--- src/rtl/core/wfpd_pkg.sv ---
// wall follow pd steering package: register indexes, reset values, fixed push
// no dependencies
`timescale 1ns / 1ps
`default_nettype none

package wfpd_pkg;

  localparam int unsigned CfgIdxW  = 3;
  localparam int unsigned CfgDataW = 8;
  localparam int unsigned DistW    = 8;

  typedef enum logic [CfgIdxW-1:0] {
    REG_PROP_GAIN   = 3'd0,
    REG_DERIV_GAIN  = 3'd1,
    REG_ALIGN_GAIN  = 3'd2,
    REG_OUTPUT_LIM  = 3'd3,
    REG_ALIGN_LIM   = 3'd4,
    REG_NEAR_THRESH = 3'd5,
    REG_OPEN_THRESH = 3'd6,
    REG_SHORT_THRESH = 3'd7
  } cfg_reg_e;

  localparam logic [5:0] PropGainRst   = 6'd5;
  localparam logic [5:0] DerivGainRst  = 6'd18;
  localparam logic [5:0] AlignGainRst  = 6'd1;
  localparam logic [6:0] OutputLimRst  = 7'd22;
  localparam logic [6:0] AlignLimRst   = 7'd6;
  localparam logic [7:0] NearThreshRst = 8'd20;
  localparam logic [7:0] OpenThreshRst = 8'd80;
  localparam logic [7:0] ShortThreshRst = 8'd17;

  localparam logic [7:0] FixedPush = 8'd7;

  localparam logic WallRight = 1'b0;
  localparam logic WallLeft  = 1'b1;

endpackage

`default_nettype wire

--- src/rtl/core/wall_follow_pd_steering.sv ---
// wall following pd steering core, one word in and one word out per cycle when not stalled
// depends on wfpd_pkg
//
//  channel   signals                                 direction
//  in        in_valid_i / in_ready_o, six distances  sensor words in
//  out       out_valid_o / out_ready_i, steer, wall  steering words out
//  cfg       cfg_we_i, cfg_idx_i, cfg_data_i          register writes
//
// an input word is registered, the whole steering law is evaluated
// combinationally from that register into the result register, one word per
// cycle when not stalled. the previous side differences advance as a word
// moves into the result register. reset loads the default gains and
// thresholds and clears the stored differences. a stalled result holds the
// input register, and the input side stays ready while either stage can move.
`timescale 1ns / 1ps
`default_nettype none

module wall_follow_pd_steering
  import wfpd_pkg::*;
(
  input  wire logic                clk_i,
  input  wire logic                rst_ni,

  input  wire logic                cfg_we_i,
  input  wire logic [CfgIdxW-1:0]  cfg_idx_i,
  input  wire logic [CfgDataW-1:0] cfg_data_i,

  input  wire logic                in_valid_i,
  output logic                     in_ready_o,
  input  wire logic [DistW-1:0]    left_front_dist_i,
  input  wire logic [DistW-1:0]    left_back_dist_i,
  input  wire logic [DistW-1:0]    right_front_dist_i,
  input  wire logic [DistW-1:0]    right_back_dist_i,
  input  wire logic [DistW-1:0]    short_left_dist_i,
  input  wire logic [DistW-1:0]    short_right_dist_i,

  output logic                     out_valid_o,
  input  wire logic                out_ready_i,
  output logic signed [7:0]        steer_value_o,
  output logic                     followed_wall_o
);

  // configuration registers
  logic [5:0] kp_q, kd_q, ka_q;
  logic [6:0] out_lim_q, align_lim_q;
  logic [7:0] near_q, open_q, short_q;

  always_ff @(posedge clk_i or negedge rst_ni) begin
    if (!rst_ni) begin
      kp_q        <= PropGainRst;
      kd_q        <= DerivGainRst;
      ka_q        <= AlignGainRst;
      out_lim_q   <= OutputLimRst;
      align_lim_q <= AlignLimRst;
      near_q      <= NearThreshRst;
      open_q      <= OpenThreshRst;
      short_q     <= ShortThreshRst;
    end else if (cfg_we_i) begin
      unique case (cfg_reg_e'(cfg_idx_i))
        REG_PROP_GAIN:    kp_q        <= cfg_data_i[5:0];
        REG_DERIV_GAIN:   kd_q        <= cfg_data_i[5:0];
        REG_ALIGN_GAIN:   ka_q        <= cfg_data_i[5:0];
        REG_OUTPUT_LIM:   out_lim_q   <= cfg_data_i[6:0];
        REG_ALIGN_LIM:    align_lim_q <= cfg_data_i[6:0];
        REG_NEAR_THRESH:  near_q      <= cfg_data_i;
        REG_OPEN_THRESH:  open_q      <= cfg_data_i;
        REG_SHORT_THRESH: short_q     <= cfg_data_i;
        default: ;
      endcase
    end
  end

  // handshake between the two stages
  logic s1_valid_q;
  logic out_valid_q;
  logic out_free;
  logic advance;
  logic in_take;

  assign out_free   = !out_valid_q || out_ready_i;
  assign advance    = s1_valid_q && out_free;
  assign in_ready_o = !s1_valid_q || out_free;
  assign in_take    = in_valid_i && in_ready_o;

  // input register
  logic [7:0] lf_q, lb_q, rf_q, rb_q, sl_q, sr_q;

  always_ff @(posedge clk_i or negedge rst_ni) begin
    if (!rst_ni) begin
      s1_valid_q <= 1'b0;
    end else if (in_ready_o) begin
      s1_valid_q <= in_valid_i;
    end
  end

  always_ff @(posedge clk_i) begin
    if (in_take) begin
      lf_q <= left_front_dist_i;
      lb_q <= left_back_dist_i;
      rf_q <= right_front_dist_i;
      rb_q <= right_back_dist_i;
      sl_q <= short_left_dist_i;
      sr_q <= short_right_dist_i;
    end
  end

  // steering law
  logic [7:0] prev_r_q, prev_l_q;
  logic [7:0] dl, dr, cf, cb;
  logic       left_near, right_near, crossing, nearer_right, wall;
  logic [7:0] p_term, d_delta, d_term, pd_val, corr_val, pre_clamp;
  logic signed [16:0] sum_c, ka_s, prod_c, neg_c, half_c;
  logic signed [8:0]  t9, alim9, v9, olim9;
  logic [7:0] t_clamped;
  logic [7:0] steer_d;

  always_comb begin
    dl = lf_q - 8'd1 - lb_q;
    dr = rf_q - rb_q;
    cf = rf_q - lf_q + 8'd1;
    cb = rb_q - lb_q;

    left_near    = (lf_q <= near_q) && (lb_q <= near_q);
    right_near   = (rf_q <= near_q) && (rb_q <= near_q);
    crossing     = (lf_q > open_q) || (rf_q > open_q);
    nearer_right = ({1'b0, rf_q} + {1'b0, rb_q}) < ({1'b0, lf_q} + {1'b0, lb_q});

    if (left_near || (lf_q > open_q)) begin
      wall = WallRight;
    end else if (right_near || (rf_q > open_q)) begin
      wall = WallLeft;
    end else begin
      wall = nearer_right ? WallRight : WallLeft;
    end

    // pd term, everything modulo 256
    if (wall == WallRight) begin
      p_term  = 8'({2'b00, kp_q} * dr);
      d_delta = dr - prev_r_q;
      d_term  = 8'({2'b00, kd_q} * d_delta);
      pd_val  = 8'd0 - p_term - d_term;
    end else begin
      p_term  = 8'({2'b00, kp_q} * dl);
      d_delta = dl - prev_l_q;
      d_term  = 8'({2'b00, kd_q} * d_delta);
      pd_val  = p_term + d_term;
    end

    // centering term, exact product then halve toward zero
    sum_c  = 17'($signed(cf)) + 17'($signed(cb));
    ka_s   = {11'd0, ka_q};
    prod_c = sum_c * ka_s;
    neg_c  = -prod_c;
    half_c = (neg_c + {16'd0, neg_c[16]}) >>> 1;
    t9     = 9'($signed(half_c[7:0]));
    alim9  = {2'b00, align_lim_q};
    if (t9 > alim9) begin
      t_clamped = {1'b0, align_lim_q};
    end else if (t9 < -alim9) begin
      t_clamped = 8'd0 - {1'b0, align_lim_q};
    end else begin
      t_clamped = half_c[7:0];
    end

    if (left_near) begin
      corr_val = pd_val - FixedPush;
    end else if (right_near) begin
      corr_val = pd_val + FixedPush;
    end else if (!crossing) begin
      corr_val = pd_val + t_clamped;
    end else begin
      corr_val = pd_val;
    end

    if (sr_q < short_q) begin
      pre_clamp = FixedPush;
    end else if (sl_q < short_q) begin
      pre_clamp = 8'd0 - FixedPush;
    end else begin
      pre_clamp = corr_val;
    end

    v9    = 9'($signed(pre_clamp));
    olim9 = {2'b00, out_lim_q};
    if (v9 > olim9) begin
      steer_d = {1'b0, out_lim_q};
    end else if (v9 < -olim9) begin
      steer_d = 8'd0 - {1'b0, out_lim_q};
    end else begin
      steer_d = pre_clamp;
    end
  end

  // result register and stored differences
  always_ff @(posedge clk_i or negedge rst_ni) begin
    if (!rst_ni) begin
      out_valid_q <= 1'b0;
      prev_r_q    <= 8'd0;
      prev_l_q    <= 8'd0;
    end else begin
      if (out_free) begin
        out_valid_q <= s1_valid_q;
      end
      if (advance) begin
        prev_r_q <= dr;
        prev_l_q <= dl;
      end
    end
  end

  always_ff @(posedge clk_i) begin
    if (advance) begin
      steer_value_o   <= $signed(steer_d);
      followed_wall_o <= wall;
    end
  end

  assign out_valid_o = out_valid_q;

endmodule

`default_nettype wire
--- config.mk ---
export PLATFORM = sky130hd
export DESIGN_NAME = wall_follow_pd_steering
export DESIGN_NICKNAME = d
export VERILOG_FILES = /design/src/rtl/core/wfpd_pkg.sv /design/src/rtl/core/wall_follow_pd_steering.sv
export SDC_FILE = /design/constraint.sdc
export NUM_CORES = 1
export LEC_CHECK = 0
export ABC_CLOCK_PERIOD_IN_PS = 26200
export BUFFER_PORTS_ARGS = -buffer_cell sky130_fd_sc_hd__buf_2
export CAP_MARGIN = 20
export CORE_UTILIZATION = 30
export DETAILED_ROUTE_END_ITERATION = 6
export GPL_TIMING_DRIVEN = 1
export SYNTH_ARGS = -nofsm -noshare
export SYNTH_HDL_FRONTEND = slang
export SYNTH_SLANG_ARGS = --single-unit
--- constraint.sdc ---
create_clock -name clk_i -period 26.2 [get_ports clk_i]
set_input_delay 5.24 -clock clk_i [delete_from_list [all_inputs] [get_ports clk_i]]
set_output_delay 5.24 -clock clk_i [all_outputs]
set_load 0.01 [all_outputs]
-- Word-level counts from Yosys, hierarchy flattened
Index checks and enable logic that the tools add are counted.
- add/sub/neg operators: 23
- multiply operators: 5
- order comparisons: 13
- equal/unequal tests: 7
- mux-type cells: 13
- reductions and logical operators: 20
- operators by type and width (cell ; count):
    two-way mux 8 bit ; 9
    subtractor 8 bit ; 7
    greater-than comparator 8 bit ; 4
    less-or-equal comparator 8 bit ; 4
    multiplier 6 x 8 -> 8 bit ; 4
    adder 8 x 8 -> 9 bit ; 3
    less-than comparator 8 x 9 -> 1 bit ; 2
    negator 7 -> 9 bit ; 2
    negator 16 -> 17 bit ; 1
    adder 8 bit ; 2
    less-than comparator 8 bit ; 2
    multiplier 9 x 7 -> 16 bit ; 1
    AND reduction 2 bit ; 8
    subtractor 1 x 7 -> 8 bit, first input constant ; 2
    equality test 3 bit, second input constant ; 4
    adder 9 x 1 -> 9 bit ; 1
    less-than comparator 9 bit ; 1
    adder 8 x 1 -> 8 bit, second input constant ; 1
    adder 8 x 3 -> 8 bit, second input constant ; 1
    subtractor 1 x 8 -> 8 bit, first input constant ; 1
    subtractor 8 x 1 -> 8 bit, second input constant ; 1
    subtractor 8 x 3 -> 8 bit, second input constant ; 1
    two-way mux 7 bit ; 1
    equality test 3 x 2 -> 1 bit, second input constant ; 2
    other kinds (6) ; 16
- bits in registers: 131
- input port bits: 64
- output and inout port bits: 11
- logic and storage cells: 102

-- Depth between registers and ports, before layout
- word-level depth: 18
- gate-level depth with buffers: 69
- mapped depth without buffers: 68

-- Worst setup path after synthesis
No wires, ideal clock.
- path kind: register to register
- start: reg rf_q[1]
- end: reg steer_value_o[6] (data pin)
- data arrival time: 12321 ps
- data required time: 25943 ps
- setup slack: 13622 ps
- cell stages (with the launch flop): 66
- clock period less this slack: 12578 ps
- cell sequence: edfxtp_1 -> inv_1 -> ha_1 -> inv_1 -> ha_1 -> fa_1 -> ha_1 -> a21oi_1 -> o21bai_1 -> a21oi_1 -> o21bai_1 -> a21oi_1 -> xnor2_1 -> nand2_1 -> ha_1 -> inv_1 -> fa_1 -> inv_1 -> (+30 left out) -> o21bai_1 -> a21oi_1 -> o21bai_1 -> a21oi_1 -> nand3b_1 -> mux2i_1 -> o211ai_1 -> a31o_4 -> clkinv_4 -> ha_1 -> nor2_1 -> nand2_1 -> a211oi_1 -> or2_2 -> clkbuf_1 -> o21ai_0 -> and2_1 -> a32o_1
- longest elaborated chain between the ends: 18
- elaborated cells on any way between the ends: 39
- RTL lines (element ; RTL line ; source):
    start, declared ; wall_follow_pd_steering.sv:86 ; logic [7:0] lf_q, lb_q, rf_q, rb_q, sl_q, sr_q;
    start signal, assigned ; wall_follow_pd_steering.sv:100 ; rf_q <= right_front_dist_i;
    subtractor 8 bit ; wall_follow_pd_steering.sv:120 ; cf = rf_q - lf_q + 8'd1;
    adder 8 x 1 -> 8 bit ; wall_follow_pd_steering.sv:120 ;
    adder 8 x 8 -> 9 bit ; wall_follow_pd_steering.sv:150 ; sum_c = 17'($signed(cf)) + 17'($signed(cb));
    multiplier 9 x 7 -> 16 bit ; wall_follow_pd_steering.sv:152 ; prod_c = sum_c * ka_s;
    negator 16 -> 17 bit ; wall_follow_pd_steering.sv:153 ; neg_c = -prod_c;
    adder 9 x 1 -> 9 bit ; wall_follow_pd_steering.sv:154 ; half_c = (neg_c + {16'd0, neg_c[16]}) >>> 1;
    less-than comparator 8 x 9 -> 1 bit ; wall_follow_pd_steering.sv:159 ; end else if (t9 < -alim9) begin
    two-way mux 8 bit ; wall_follow_pd_steering.sv:159 ;
    (+3 left out) ; - ;
    two-way mux 8 bit ; wall_follow_pd_steering.sv:167 ; end else if (right_near) begin
    two-way mux 8 bit * ; wall_follow_pd_steering.sv:165 ; if (left_near) begin
    two-way mux 8 bit * ; wall_follow_pd_steering.sv:177 ; end else if (sl_q < short_q) begin
    two-way mux 8 bit * ; wall_follow_pd_steering.sv:175 ; if (sr_q < short_q) begin
    less-than comparator 8 x 9 -> 1 bit ; wall_follow_pd_steering.sv:187 ; end else if (v9 < -olim9) begin
    two-way mux 8 bit ; wall_follow_pd_steering.sv:187 ;
    two-way mux 7 bit * ; wall_follow_pd_steering.sv:185 ; if (v9 > olim9) begin
    net steer_d[6] ; wall_follow_pd_steering.sv:115 ; logic [7:0] steer_d;
    end signal, assigned ; wall_follow_pd_steering.sv:213 ; steer_value_o <= $signed(steer_d);
    end, declared ; wall_follow_pd_steering.sv:39 ; output logic signed [7:0] steer_value_o,
The timed path passes the listed nets; every way through them passes the cells marked *.
A chain may end at the register's enable or synchronous reset.

-- Worst setup path in the final report
Ends and elaborated chain as after synthesis.

==> summary.md <==
| Metric | Value |
|---|---|
| Post-synth EDFFs | `57` |
| First DRT Iteration DRCs | `between 700 and 800` |
| Avg Cell Area, Syn | `9.20 sq um` |
| Sink Count | `131` |
| Vias per inst | `4.96` |
| Netlist cell types | `81` |
| Largest net degree at the start of global routing | `49` |
| Seq cells post-synth | `between 100 and 150` |
| First-pass GRT wire length | `76300 um` |
| Synth Flop Type | `dfrtp_1` |
| Endpoint arrival time on the critical path | `14230 ps` |
| Routed len/inst | `around 17 um` |
| RSZ-0062 raised after global routing | `no` |
| Post-layout min period | `14020 ps` |
| Post-CTS sizing | `0` |
| Antenna violations before repair | `1` |
| Endpoints failing setup | `0` |
| Dpl cell area | `18600 sq um` |
| Most frequent cells in the layout | `270 x ha_1, 267 x inv_1, 154 x nand2_1, 118 x fa_1, 99 x a21oi_1` |
| Routed WL | `roughly 47000 um` |
| Top cell by count, worst path | `ha_1` |
| Die ar. | `58800 sq um` |
| WS Path Type | `reg -> reg` |
| Fill count | `5877` |
| Die Y-Extent | `243 um` |
| FF/Latch Area | `3580 sq um` |
| Most common cell after layout, fill and taps aside | `ha_1` |
| Max Cap Violations | `0` |
| Length of the first detailed-routing pass in iterations | `5` |
| Fmax | `71.3 MHz` |
| Ys Warns | `0` |
| Final slew viol count | `0` |
| Post-synth net total | `2338` |
| Slew headroom | `0.318` |
| Post-synth ARST share | `0.565` |
| Clk root buf | `clkbuf_16` |
| Mapped cell area | `17400 sq um` |
| CTS tree | `yes` |
| Hold path depth | `2` |
| GRT Total Usage | `0.163` |
| Area of the multi-input gates | `12600 sq um` |
| Initial Utilization | `0.306` |
| Layout cells sized above 1 | `0.103` |
| Site Rows | `87` |
| Max H-tree Level | `4` |
| Hold Vio Cnt, Final | `0` |
| Clock skew | `12.1 ps` |
| Die W | `243 um` |
| Reg clk slew, reported paths | `60 ps` |
| Final setup TNS | `0 ps` |
| WP data required | `~26000 ps` |
| DRC | `0` |
| Final ANT Viol Nets | `0` |
| Nature of the critical path startpoint | `flop` |
| Critical-path maximum fanout | `10` |
| Mapped Cells | `1886` |
| Number of CTS-inserted buffers | `17` |
| Slowest cell delay on critical path | `620 ps` |
| Fin area | `19200 sq um` |
| Area Growth Syn to Fin | `10.5%` |
| R2R depth | `between 60 and 70` |
| Slowest CP cell | `mux2i_1` |
| HPWL Detailed | `37700 um` |
| Tightest Hold Check Type | `reg -> reg` |
| Total gr overflow | `0` |
| Seq/Total Area, Yosys | `0.206` |
| Crit end category | `flop` |
| Final worst path period share | `0.535` |
| Clk_lat worst skew | `450 ps` |
| Clk buf depth | `2` |
| Vias in the first global route | `around 14000` |
| IO Port Bufs | `between 70 and 80` |
| Post-CTS setup buffers | `0` |
| Hold_buf cts | `0` |
| Outcome | `completed` |
| # nets final | `2397` |
| Least-Margin Pin Slew | `1020 ps` |
| Core ar. | `56800 sq um` |
| Via count | `around 13000` |
| # IOs | `75` |
| Placer congestion estimate | `about 0.9` |
## kinds of logic after synthesis
| logic type | synth area share |
|---|---|
| flops | 0.206 |
| simple gates | 0.157 |
| buf+inv | 0.0681 |
| xor+xnor | 0.0710 |
| fa+ha+maj | 0.331 |
| compound gates | 0.124 |
| mux | 0.0424 |
## worst max-delay path, delay by kind of cell, from the launching register on
family,cells,cell delay [ps]
buffers and inverters,7,410
XOR/XNOR,4,970
AO/OA/AOI/OAI,25,4680
AND/OR/NAND/NOR,11,1560
flip-flops,1,560
adder cells (fa/ha/maj),14,4720
multiplexers,3,880
## cells in the mapped netlist, drive strengths merged (15+ instances only)
cell type,count,area share
ha,270,0.19
inv,268,0.058
nand2,155,0.034
fa,118,0.14
a21oi,99,0.029
nor2,93,0.020
xnor2,87,0.044
o21ai,77,0.022
and2,69,0.025
dfrtp,58,0.084
edfxtp,57,0.099
mux2,52,0.034
nor2b,48,0.017
clkbuf,38,0.0082
a21o,37,0.016
nand2b,31,0.011
xor2,31,0.016
nor3,24,0.0069
a211oi,20,0.0086
nand3,20,0.0058
nand4,20,0.0072
nand3b,17,0.0074
o21bai,17,0.0074
dfstp,16,0.024
mux2i,15,0.0086
## path summary, 6_finish.rpt
kind	start	endpoint	slack, ps
max	rf_q[1]$_DFFE_PP_	steer_value_o[6]$_DFFE_PP_	12180
min reg2reg	prev_r_q[0]$_DFFE_PN0P_	prev_r_q[0]$_DFFE_PN0P_	490
max reg2reg	rf_q[1]$_DFFE_PP_	steer_value_o[6]$_DFFE_PP_	12180
max in group asynchronous	rst_ni	near_q[7]$_DFFE_PN0P_	20410
min	prev_r_q[0]$_DFFE_PN0P_	prev_r_q[0]$_DFFE_PN0P_	490
min in group asynchronous	rst_ni	s1_valid_q$_DFFE_PN0N_	4730
## per-layer routing
layer | track usage | share of wire | up-vias
met3 | 0.0165 | 0.031 | 52
met1 | 0.221 | 0.48 | 6605
met2 | 0.275 | 0.47 | 277
met4 | 0.0393 | 0.019 | 0
li1 | - | - | 6540
met5 | 0 | 0 | -
## through the flow
stage | hold WS, ps | worst slack (ps) | utilization | instances
finish | 488 | 12180 | 0.338 | 2715
global route | 524 | 11140 | 0.337 | 2714
CTS | 496 | 12330 | 0.337 | 2714
detailed placement | 476 | 12360 | 0.327 | 2682
global placement | 470 | 12670 | 0.327 | 2681
floorplan | 456 | 13620 | - | 1886
## cell type report
cell class                      instances  share of cell area
Clock inverter                         14             0.00920
Clock buffer                           18              0.0224
Inverter                              271              0.0533
Timing Repair Buffer                   81              0.0221
Tap cell                              756              0.0493
Multi-Input combinational cell       1443               0.657
Sequential cell                       131               0.187
Antenna cell                            1            0.000130
Power is not shown: default switching activity piles up to over one toggle a cycle in this logic, so the estimate is an artifact.
